## src/hdl/amed_pkg.sv

```systemverilog
package amed_pkg;

	// Block constants
	localparam int FIR_TAPS_DEF = 5;
	localparam int REG_TAPS     = 5;
	localparam int ACC_W        = 37;
	localparam int PROD_W       = 51;
	localparam int MUL_A_W      = 18;
	localparam int MUL_B_W      = 33;

	localparam logic [15:0]        ALPHA_RESET = 16'd64225;
	localparam logic signed [15:0] TAP_RESET   = 16'sd6554;

	// Configuration register indexes
	localparam logic [2:0] REG_DC_ALPHA  = 3'd0;
	localparam logic [2:0] REG_TAP_ZERO  = 3'd1;
	localparam logic [2:0] REG_TAP_ONE   = 3'd2;
	localparam logic [2:0] REG_TAP_TWO   = 3'd3;
	localparam logic [2:0] REG_TAP_THREE = 3'd4;
	localparam logic [2:0] REG_TAP_FOUR  = 3'd5;

	// Program steps
	typedef logic [3:0] step_t;
	localparam step_t STEP_WAIT  = 4'd0;
	localparam step_t STEP_SQI   = 4'd1;
	localparam step_t STEP_SQQ   = 4'd2;
	localparam step_t STEP_ROOT0 = 4'd3;
	localparam step_t STEP_ROOT  = 4'd4;
	localparam step_t STEP_BLEND = 4'd5;
	localparam step_t STEP_DIFF  = 4'd6;
	localparam step_t STEP_MAC   = 4'd7;
	localparam step_t STEP_SUM   = 4'd8;
	localparam step_t STEP_OUT   = 4'd9;

	// Multiplier operand selection
	typedef enum logic [2:0] {
		MUL_NONE,
		MUL_II,
		MUL_QQ,
		MUL_AW,
		MUL_TAP,
		MUL_CLR
	} mul_sel_t;

	// Jump conditions
	typedef enum logic [2:0] {
		JMP_NONE,
		JMP_IN_IDLE,
		JMP_ROOT_MORE,
		JMP_TAP_MORE,
		JMP_OUT_BUSY
	} jmp_t;

	// One control word
	typedef struct packed {
		mul_sel_t mul;
		logic     load_in;
		logic     pw_load;
		logic     root_init;
		logic     root_step;
		logic     blend;
		logic     diff;
		logic     mac;
		logic     sum;
		logic     out_ld;
		logic     last;
		jmp_t     jmp;
		step_t    target;
	} uop_t;

	// Control store
	function automatic uop_t uop_rom(input step_t s);
		uop_t u;
		u = '0;
		u.mul = MUL_NONE;
		u.jmp = JMP_NONE;
		u.target = STEP_WAIT;
		case (s)
			STEP_WAIT: begin
				u.load_in = 1'b1;
				u.jmp = JMP_IN_IDLE;
				u.target = STEP_WAIT;
			end
			STEP_SQI: begin
				u.mul = MUL_II;
			end
			STEP_SQQ: begin
				u.mul = MUL_QQ;
				u.pw_load = 1'b1;
			end
			STEP_ROOT0: begin
				u.mul = MUL_AW;
				u.root_init = 1'b1;
			end
			STEP_ROOT: begin
				u.root_step = 1'b1;
				u.jmp = JMP_ROOT_MORE;
				u.target = STEP_ROOT;
			end
			STEP_BLEND: begin
				u.blend = 1'b1;
			end
			STEP_DIFF: begin
				u.mul = MUL_CLR;
				u.diff = 1'b1;
			end
			STEP_MAC: begin
				u.mul = MUL_TAP;
				u.mac = 1'b1;
				u.jmp = JMP_TAP_MORE;
				u.target = STEP_MAC;
			end
			STEP_SUM: begin
				u.sum = 1'b1;
			end
			STEP_OUT: begin
				u.out_ld = 1'b1;
				u.last = 1'b1;
				u.jmp = JMP_OUT_BUSY;
				u.target = STEP_OUT;
			end
			default: begin
				u.last = 1'b1;
			end
		endcase
		return u;
	endfunction

endpackage

```

## src/hdl/am_envelope_detector.sv

```systemverilog
// A finished word is held at the output step while the previous output word still waits.
// A new input word is taken only once the previous one has passed the 16-step square root
// and the tap loop, both run on one shared multiplier/adder datapath by the sequencer.
// Reset (arst_n low): registers go to their default values, DC accumulator and delay
// line clear, the sequencer returns to its start step and no output word is pending.
module am_envelope_detector #(
	parameter int FIR_TAPS = amed_pkg::FIR_TAPS_DEF
) (
	input  logic        clk,
	input  logic        arst_n,
	input  logic        s_tvalid,
	output logic        s_tready,
	input  logic [31:0] s_tdata,   // [15:0] sample_i, [31:16] sample_q
	output logic        m_tvalid,
	input  logic        m_tready,
	output logic [23:0] m_tdata,   // [17:0] audio_sample, [23:18] zero
	input  logic        cfg_we,
	input  logic [2:0]  cfg_index,
	input  logic [15:0] cfg_data
);
	import amed_pkg::*;

	localparam int USED = (FIR_TAPS < REG_TAPS) ? FIR_TAPS : REG_TAPS;
	localparam int KW   = (USED > 1) ? $clog2(USED) : 1;

	// Configuration registers
	logic [15:0]        alpha_q;
	logic signed [15:0] tap_q [REG_TAPS];

	// Sequencer
	step_t step_q;
	uop_t  uop;
	logic  jump;
	logic  in_fire;
	logic  out_busy;

	// Datapath registers
	logic signed [15:0]       si_q, sq_q;
	logic [31:0]              pw_q;
	logic [31:0]              rem_q, root_q, bit_q;
	logic signed [PROD_W-1:0] prod_q;
	logic signed [31:0]       w0_q, w1_q;
	logic signed [17:0]       x_q [USED];
	logic signed [ACC_W-1:0]  acc_q;
	logic [KW-1:0]            k_q;
	logic                     out_valid_q;
	logic signed [17:0]       audio_q;

	// Combinational datapath
	logic signed [MUL_A_W-1:0] mul_a;
	logic signed [MUL_B_W-1:0] mul_b;
	logic signed [PROD_W-1:0]  mul_p;
	logic [31:0]               pw_sum;
	logic [32:0]               trial;
	logic                      root_ge;
	logic signed [35:0]        blend_sum;
	logic signed [31:0]        w0_sat;
	logic signed [33:0]        res;
	logic signed [17:0]        x_sat;
	logic signed [21:0]        acc_shr;
	logic signed [17:0]        audio_sat;

	assign uop      = uop_rom(step_q);
	assign s_tready = (step_q == STEP_WAIT);
	assign in_fire  = s_tvalid && s_tready;
	assign out_busy = out_valid_q && !m_tready;
	assign m_tvalid = out_valid_q;
	assign m_tdata  = {6'd0, audio_q};

	// Pick the jump condition of the current step
	always_comb begin
		case (uop.jmp)
			JMP_IN_IDLE:   jump = !in_fire;
			JMP_ROOT_MORE: jump = (bit_q[31:2] != 30'd0);
			JMP_TAP_MORE:  jump = (k_q != KW'(USED - 1));
			JMP_OUT_BUSY:  jump = out_busy;
			default:       jump = 1'b0;
		endcase
	end

	// Select multiplier operands
	always_comb begin
		case (uop.mul)
			MUL_II: begin
				mul_a = MUL_A_W'(si_q);
				mul_b = MUL_B_W'(si_q);
			end
			MUL_QQ: begin
				mul_a = MUL_A_W'(sq_q);
				mul_b = MUL_B_W'(sq_q);
			end
			MUL_AW: begin
				mul_a = signed'({2'b00, alpha_q});
				mul_b = MUL_B_W'(w1_q);
			end
			MUL_TAP: begin
				mul_a = MUL_A_W'(tap_q[k_q]);
				mul_b = MUL_B_W'(x_q[k_q]);
			end
			default: begin
				mul_a = '0;
				mul_b = '0;
			end
		endcase
	end

	assign mul_p  = mul_a * mul_b;
	assign pw_sum = pw_q + prod_q[31:0];

	// One restoring square root digit
	assign trial   = {1'b0, root_q} + {1'b0, bit_q};
	assign root_ge = ({1'b0, rem_q} >= trial);

	// Blocker feedback sum, saturated to 32 bits
	assign blend_sum = signed'({12'd0, root_q[15:0], 8'd0}) + 36'(signed'(prod_q[50:16]));
	always_comb begin
		if (blend_sum[35:31] == {5{blend_sum[35]}})
			w0_sat = blend_sum[31:0];
		else if (blend_sum[35])
			w0_sat = 32'sh8000_0000;
		else
			w0_sat = 32'sh7FFF_FFFF;
	end

	// Blocker output, dropped to integer and saturated to 18 bits
	assign res = 34'(w0_q) - 34'(w1_q);
	always_comb begin
		if (res[33:25] == {9{res[33]}})
			x_sat = res[25:8];
		else if (res[33])
			x_sat = 18'sh20000;
		else
			x_sat = 18'sh1FFFF;
	end

	// Filter output, scaled and saturated to 18 bits
	assign acc_shr = acc_q[36:15];
	always_comb begin
		if (acc_shr[21:17] == {5{acc_shr[21]}})
			audio_sat = acc_shr[17:0];
		else if (acc_shr[21])
			audio_sat = 18'sh20000;
		else
			audio_sat = 18'sh1FFFF;
	end

	// Take configuration writes
	always_ff @(posedge clk or negedge arst_n) begin
		if (!arst_n) begin
			alpha_q <= ALPHA_RESET;
			for (int j = 0; j < REG_TAPS; j++)
				tap_q[j] <= TAP_RESET;
		end else if (cfg_we) begin
			case (cfg_index)
				REG_DC_ALPHA:  alpha_q  <= cfg_data;
				REG_TAP_ZERO:  tap_q[0] <= cfg_data;
				REG_TAP_ONE:   tap_q[1] <= cfg_data;
				REG_TAP_TWO:   tap_q[2] <= cfg_data;
				REG_TAP_THREE: tap_q[3] <= cfg_data;
				REG_TAP_FOUR:  tap_q[4] <= cfg_data;
				default: ;
			endcase
		end
	end

	// Advance the step counter
	always_ff @(posedge clk or negedge arst_n) begin
		if (!arst_n) begin
			step_q <= STEP_WAIT;
		end else if (jump) begin
			step_q <= uop.target;
		end else if (uop.last) begin
			step_q <= STEP_WAIT;
		end else begin
			step_q <= step_q + 4'd1;
		end
	end

	// Hold filter state and the output word
	always_ff @(posedge clk or negedge arst_n) begin
		if (!arst_n) begin
			w1_q        <= '0;
			out_valid_q <= 1'b0;
			for (int j = 0; j < USED; j++)
				x_q[j] <= '0;
		end else begin
			if (uop.diff) begin
				w1_q   <= w0_q;
				x_q[0] <= x_sat;
				for (int j = 1; j < USED; j++)
					x_q[j] <= x_q[j-1];
			end
			if (uop.out_ld && !out_busy)
				out_valid_q <= 1'b1;
			else if (m_tready)
				out_valid_q <= 1'b0;
		end
	end

	// Run the datapath operations of the current step
	always_ff @(posedge clk) begin
		if (uop.load_in && in_fire) begin
			si_q <= s_tdata[15:0];
			sq_q <= s_tdata[31:16];
		end
		if (uop.mul == MUL_CLR)
			prod_q <= '0;
		else if (uop.mul != MUL_NONE)
			prod_q <= mul_p;
		if (uop.pw_load)
			pw_q <= prod_q[31:0];
		if (uop.root_init) begin
			rem_q  <= pw_sum;
			root_q <= '0;
			bit_q  <= 32'h4000_0000;
		end
		if (uop.root_step) begin
			if (root_ge) begin
				rem_q  <= rem_q - trial[31:0];
				root_q <= (root_q >> 1) + bit_q;
			end else begin
				root_q <= root_q >> 1;
			end
			bit_q <= bit_q >> 2;
		end
		if (uop.blend)
			w0_q <= w0_sat;
		if (uop.diff) begin
			acc_q <= '0;
			k_q   <= '0;
		end
		if (uop.mac) begin
			acc_q <= acc_q + prod_q[ACC_W-1:0];
			k_q   <= k_q + KW'(1);
		end
		if (uop.sum)
			acc_q <= acc_q + prod_q[ACC_W-1:0];
		if (uop.out_ld && !out_busy)
			audio_q <= audio_sat;
	end

endmodule

```

## config.mk

```make
export PLATFORM = sky130hd
export DESIGN_NAME = am_envelope_detector
export DESIGN_NICKNAME = d
export VERILOG_FILES = /design/src/hdl/amed_pkg.sv /design/src/hdl/am_envelope_detector.sv
export SDC_FILE = /design/constraint.sdc
export NUM_CORES = 2
export LEC_CHECK = 0
export ABC_AREA = 1
export BUFFER_PORTS_ARGS = -buffer_cell sky130_fd_sc_hd__buf_4
export CAP_MARGIN = 20
export CORE_MARGIN = 10
export CORE_UTILIZATION = 42
export DETAILED_ROUTE_END_ITERATION = 10
export PLACE_DENSITY_LB_ADDON = 0.1
export SYNTH_ARGS = -nofsm -noshare
export SYNTH_HDL_FRONTEND = slang
export SYNTH_SLANG_ARGS = --single-unit
```

## constraint.sdc

```tcl
create_clock -name clk -period 10 [get_ports clk]
set_input_delay 1 -clock clk [delete_from_list [all_inputs] [get_ports clk]]
set_output_delay 1 -clock clk [all_outputs]
set_load 0.02 [all_outputs]
```

==> Word level (Yosys, flattened, before mapping) <==
Cells that the tools add are included.
{ "classes": {"n_addsub": 9, "mul": 1, "n_div": 0, "n_lt_le_gt_ge": 2, "eq_ne": 27, "shifts": 0, "n_mux": 43, "bitwise": 1, "n_reduce_logical": 22} }
{ "ops": {"columns": ["operator", "count"], "rows": [
  ["two-way mux 32 bit", 8],
  ["case mux 33 bit (4 select lines)", 1],
  ["two-way mux 37 bit", 3],
  ["two-way mux 18 bit", 6],
  ["case mux 18 bit (4 select lines)", 1],
  ["two-way mux 29 bit", 2],
  ["binary-select mux 18 bit (select 3 bit)", 1],
  ["multiplier 18 x 33 -> 51 bit", 1],
  ["binary-select mux 16 bit (select 3 bit)", 1],
  ["adder 37 bit", 1],
  ["adder 25 x 35 -> 36 bit", 1],
  ["adder 32 x 31 -> 33 bit", 1],
  [">= comparator 32 x 33 -> 1 bit", 1],
  ["subtractor 32 x 32 -> 33 bit", 1],
  ["adder 31 x 31 -> 32 bit", 1],
  ["adder 32 bit", 1],
  ["two-way mux 16 bit", 2],
  ["subtractor 32 bit", 1],
  ["nonzero test 30 bit", 1],
  ["case mux 7 bit (4 select lines)", 1],
  ["== test 3 x 2 -> 1 bit, second input constant", 6],
  ["== test 4 x 3 -> 1 bit, second input constant", 4],
  ["== test 3 bit, second input constant", 5],
  ["case mux 3 bit (5 select lines)", 1],
  ["other kinds (23)", 53]
]} }
{ "word_totals": {"register_bits": 508, "latch_bits": 0, "ram_bits": 0, "romBits": 0, "in_bits": 56, "out_inout_bits": 26, "word_cells": 131, "memories": 0} }

==> Longest topological paths before layout <==
{ "logic_depth": {"ltp_word": 6, "depth_mapped": 43, "depth_no_buf": 41} }

==> Worst setup path after synthesis <==
No wires, ideal clock.
{ "synth_timing": {"kind": "flip-flop to flip-flop", "from": "reg step_q[0]", "to": "reg prod_q[48]", "setup_time_ps": 116, "t_arrival_ps": 8134, "required_time_ps": 9884, "slack_ps": 1750, "stages_incl_launch_ff": 33, "n_path_buf": 1, "synth_period_minus_slack_ps": 8250, "cell_sequence": "dfrtp_1 inv_1 ha_1 inv_1 nor2_1 nor2_1 nor2_1 buf_4 nand2_1 nand3_1 inv_2 nor2_1 inv_1 fa_1 inv_1 fa_1 fa_1 fa_1 fa_1 inv_1 fa_1 inv_1 ha_1 nand2_1 nor2_1 inv_1 nor4_1 nand3_1 nand3_1 a21o_1 o21ai_0 o211ai_1 inv_1"} }
{ "synth_via": {"elab_chain_len": 5, "elab_cells_between_ends": 15, "cone_classes": "mul: 1; eq/ne: 10; mux: 3; reduce/logical: 1"} }
{ "synth_rtl": {"columns": ["item", "line", "rtl"], "rows": [
  ["start, declared", "am_envelope_detector.sv:31", "step_t step_q;"],
  ["start signal, assigned", "am_envelope_detector.sv:171", "step_q <= uop.target;"],
  ["start signal, assigned", "am_envelope_detector.sv:175", "step_q <= step_q + 4'd1;"],
  ["== test 4 x 3 -> 1 bit, or another cell as far along", "amed_pkg.sv:78", "case (s)"],
  ["case mux 3 bit (5 select lines) *", "amed_pkg.sv:78", null],
  ["== test 3 bit, or another cell as far along", "am_envelope_detector.sv:83", "case (uop.mul)"],
  ["case mux 18 bit (4 select lines) or case mux 33 bit (4 select lines) (tied branches)", "am_envelope_detector.sv:83", null],
  ["multiplier 18 x 33 -> 51 bit", "am_envelope_detector.sv:107", "assign mul_p = mul_a * mul_b;"],
  ["end signal, assigned", "am_envelope_detector.sv:209", "prod_q <= mul_p;"],
  ["end, declared", "am_envelope_detector.sv:41", "logic signed [PROD_W-1:0] prod_q;"]
]} }
Mark *: on every way between the ends. The rest lies on a longest branch, timed or not.
A chain may end at the register's enable or synchronous reset.

==> Final worst setup path <==
{ "layout_timing": {"from": "reg step_q[0]", "to": "reg prod_q[43]"} }
The elaborated chain is that of the path after synthesis.

==> summary.md <==
| Metric | Value |
|---|---|
| Worst setup SP type | `register` |
| Largest net degree at the start of global routing | `112` |
| Final wirelength | `174 mm` |
| HP Class | `in2async` |
| Setup Viol. Count Final | `0` |
| Core area | `0.125 sq mm` |
| Synth Instances | `6787` |
| Min cycle time layout | `9.17 ns` |
| Number of synthesized flops with an enable pin | `201` |
| Wirelength per Cell | `20.4 um` |
| ANT cells | `0` |
| Clk Latency, worst-skew pair | `0.68 ns` |
| DP Area | `0.0553 sq mm` |
| Clock sinks | `508` |
| Reg area | `0.0134 sq mm` |
| Post-CTS Resized | `0` |
| Number of synthesized register bits | `508` |
| Warnings, synthesis | `0` |
| # H-tree levels | `3` |
| Die X | `375 um` |
| Peak Freq | `0.109 GHz` |
| First-pass DRT Iterations | `8` |
| Total CTS buffers | `66` |
| Top post-synthesis cells by area | `fa_1 21%, edfxtp_1 11%, nand2_1 11%` |
| Area occupied by multi-input gates | `0.0337 sq mm` |
| CP dominant cell by count | `inv_1` |
| Flop2flop setup slack | `0.83 ns` |
| DR vias/cell | `5.26` |
| Yosys cell types | `68` |
| FF-to-FF End | `prod_q[43]$_SDFFE_PN0P_` |
| CTS root buf | `clkbuf_16` |
| Dpl hpwl | `137 mm` |
| Port bufs | `75` |
| Critical path fanouts, max | `33` |
| Top cell type by total area after synthesis | `fa_1` |
| Number of global-route vias before repair | `44300` |
| Starting density of the core | `42.2%` |
| Post-DRT Antenna Nets | `0` |
| Post-synth top area share | `21.3%` |
| R2R Path Start | `step_q[0]$_DFF_PN0_` |
| Die Ht | `375 um` |
| DRC viols | `0` |
| RSZ-0062 raised after global routing | `no` |
| DR vias | `44800` |
| Period utilization | `91.7%` |
| Synth Cell Area | `0.0529 sq mm` |
| Crit-path slowest cell | `nand3_1` |
| Pre-CTS setup slack | `0.979 ns` |
| CTS clk-pin slew, worst paths | `0.06 ns` |
| WP data arrival | `9.73 ns` |
| MaxCap Viol Count | `0` |
| Fin area | `0.0576 sq mm` |
| Filler Cells Inserted | `12800` |
| Rows | `130` |
| WP data required | `10.56 ns` |
| Commonest non-fill, non-tap cell in the layout | `nand2_1` |
| Kind of end point of the critical path | `register` |
| Sequential share of the synthesized area | `25.3%` |
| Most frequent cells in the layout | `1509 x nand2_1, 1224 x inv_1, 664 x nor2_1` |
| Overflow after GRT | `0` |
| Synthesized area per cell | `7.79 sq um` |
| Hold buffers post-CTS | `0` |
| R2r worst-path depth | `37` |
| Final Skew | `0.0260 ns` |
| Hold Vio Cnt, Final | `0` |
| Slew Limit Fails | `0` |
| Outcome | `finished clean` |
| Crit-path max cell delay | `0.71 ns` |
| RD Place Congestion | `0.923` |
| Setup TNS | `0 ns` |
| Slew margin rel. | `28.0%` |
| Share of layout cells above drive strength 1 | `6.68%` |
| Drt first-iter violations | `3463` |
| CTS tree | `done` |
| Top_reg_cell synth | `edfxtp_1` |
| Final worst slack | `0.830 ns` |
| Ports | `82` |
| Clock buffer depth | `3` |
| Net count, final | `7743` |
| Die ar. | `0.140 sq mm` |
| Crit Path Category | `reg2reg` |
| Slew @ Worst Pin | `1.08 ns` |
| Total track usage | `24.6%` |
| Area delta synth->final | `8.97%` |
| Setup Fix Bufs, Post-CTS | `0` |
| Initial antenna violation count | `5` |
| Post-synth ARST share | `43.9%` |
| First-pass GRT wire length | `269 mm` |
## state kept, by name, summed over array words and instances, names as in the netlist
signal,cells
alpha_q,16
step_q,4
tap_q,80
rem_q,32
bit_q,16
pw_q,32
m_tvalid,1
x_q,90
w1_q,32
sq_q,16
prod_q,51
audio_q,18
k_q,3
acc_q,37
root_q,32
si_q,16
w0_q,32
## metrics by stage
stage | hold slack (ns) | utilization, % | std cells
finish | 0.311 | 46.0 | 8520
global route | 0.334 | 46.0 | 8520
CTS | 0.307 | 45.9 | 8516
detailed placement | 0.465 | 44.1 | 8394
global placement | 0.462 | 44.1 | 8392
floorplan | 0.448 | - | 6792
## worst max path at each step
stage	startpoint	to	slack (ns)	depth (start not counted)
after floorplan	step_q[0]$_DFF_PN0_	prod_q[48]$_SDFFE_PN0P_	1.75	32
after global placement	step_q[0]$_DFF_PN0_	prod_q[43]$_SDFFE_PN0P_	0.99	37
after detailed placement	step_q[0]$_DFF_PN0_	prod_q[43]$_SDFFE_PN0P_	0.98	37
after CTS	step_q[0]$_DFF_PN0_	prod_q[43]$_SDFFE_PN0P_	0.95	37
after global routing	step_q[0]$_DFF_PN0_	prod_q[43]$_SDFFE_PN0P_	0.35	36
final	step_q[0]$_DFF_PN0_	prod_q[43]$_SDFFE_PN0P_	0.83	37
## kinds of logic after synthesis
logic type                 share of synthesized area (%)
DFF                                                 25.3
buffers and inverters                               11.0
xor gates and xnor gates                            2.72
adders and majority gates                           28.6
other                                            0.00709
and+or+nand+nor                                     19.9
AOI/OAI and AO/OA                                   12.5
## layer usage
| layer | GRT usage, % | up-vias | wire length [um] |
|---|---|---|---|
| li1 | - | 21400 | - |
| met1 | 33.5 | 21800 | 77800 |
| met2 | 39.5 | 1264 | 79000 |
| met3 | 3.98 | 256 | 10200 |
| met4 | 8.69 | 2 | 6800 |
| met5 | 0 | - | 11 |
## Yosys cell counts, types with 22 or more instances
master    count
ha_1        309
nand3_1     219
nand2_1    1512
buf_4        23
o21bai_1     55
o221ai_1     22
a21oi_1     352
inv_2        45
o211ai_1     29
inv_1      1225
clkbuf_1    108
nor3_1       35
xor2_1       95
buf_2        77
dfrtp_1     178
edfxtp_1    201
o21ai_0     552
dfxtp_1      84
a31oi_1      50
nand4_1      52
dfstp_2      45
xnor2_1      69
nor2_1      671
fa_1        562
## worst max-delay path: cells and delay by family, from the launching register on
| kind | cells | cell delay (ns) |
|---|---|---|
| simple gates | 13 | 2.48 |
| compound gates | 4 | 0.87 |
| flops | 1 | 0.43 |
| fa+ha+maj | 8 | 3.66 |
| buf+inv | 12 | 1.58 |
## cell type report
class                           instances  share of cell area [%]
Clock buffer                           90                    3.31
Clock inverter                         32                   0.560
Inverter                             1274                    8.31
Multi-Input combinational cell       4794                    58.6
Sequential cell                       508                    23.2
Tap cell                             1650                    3.58
Timing Repair Buffer                  172                    2.47
Power is not shown: default switching activity piles up to over one toggle a cycle in this logic, so the estimate is an artifact.
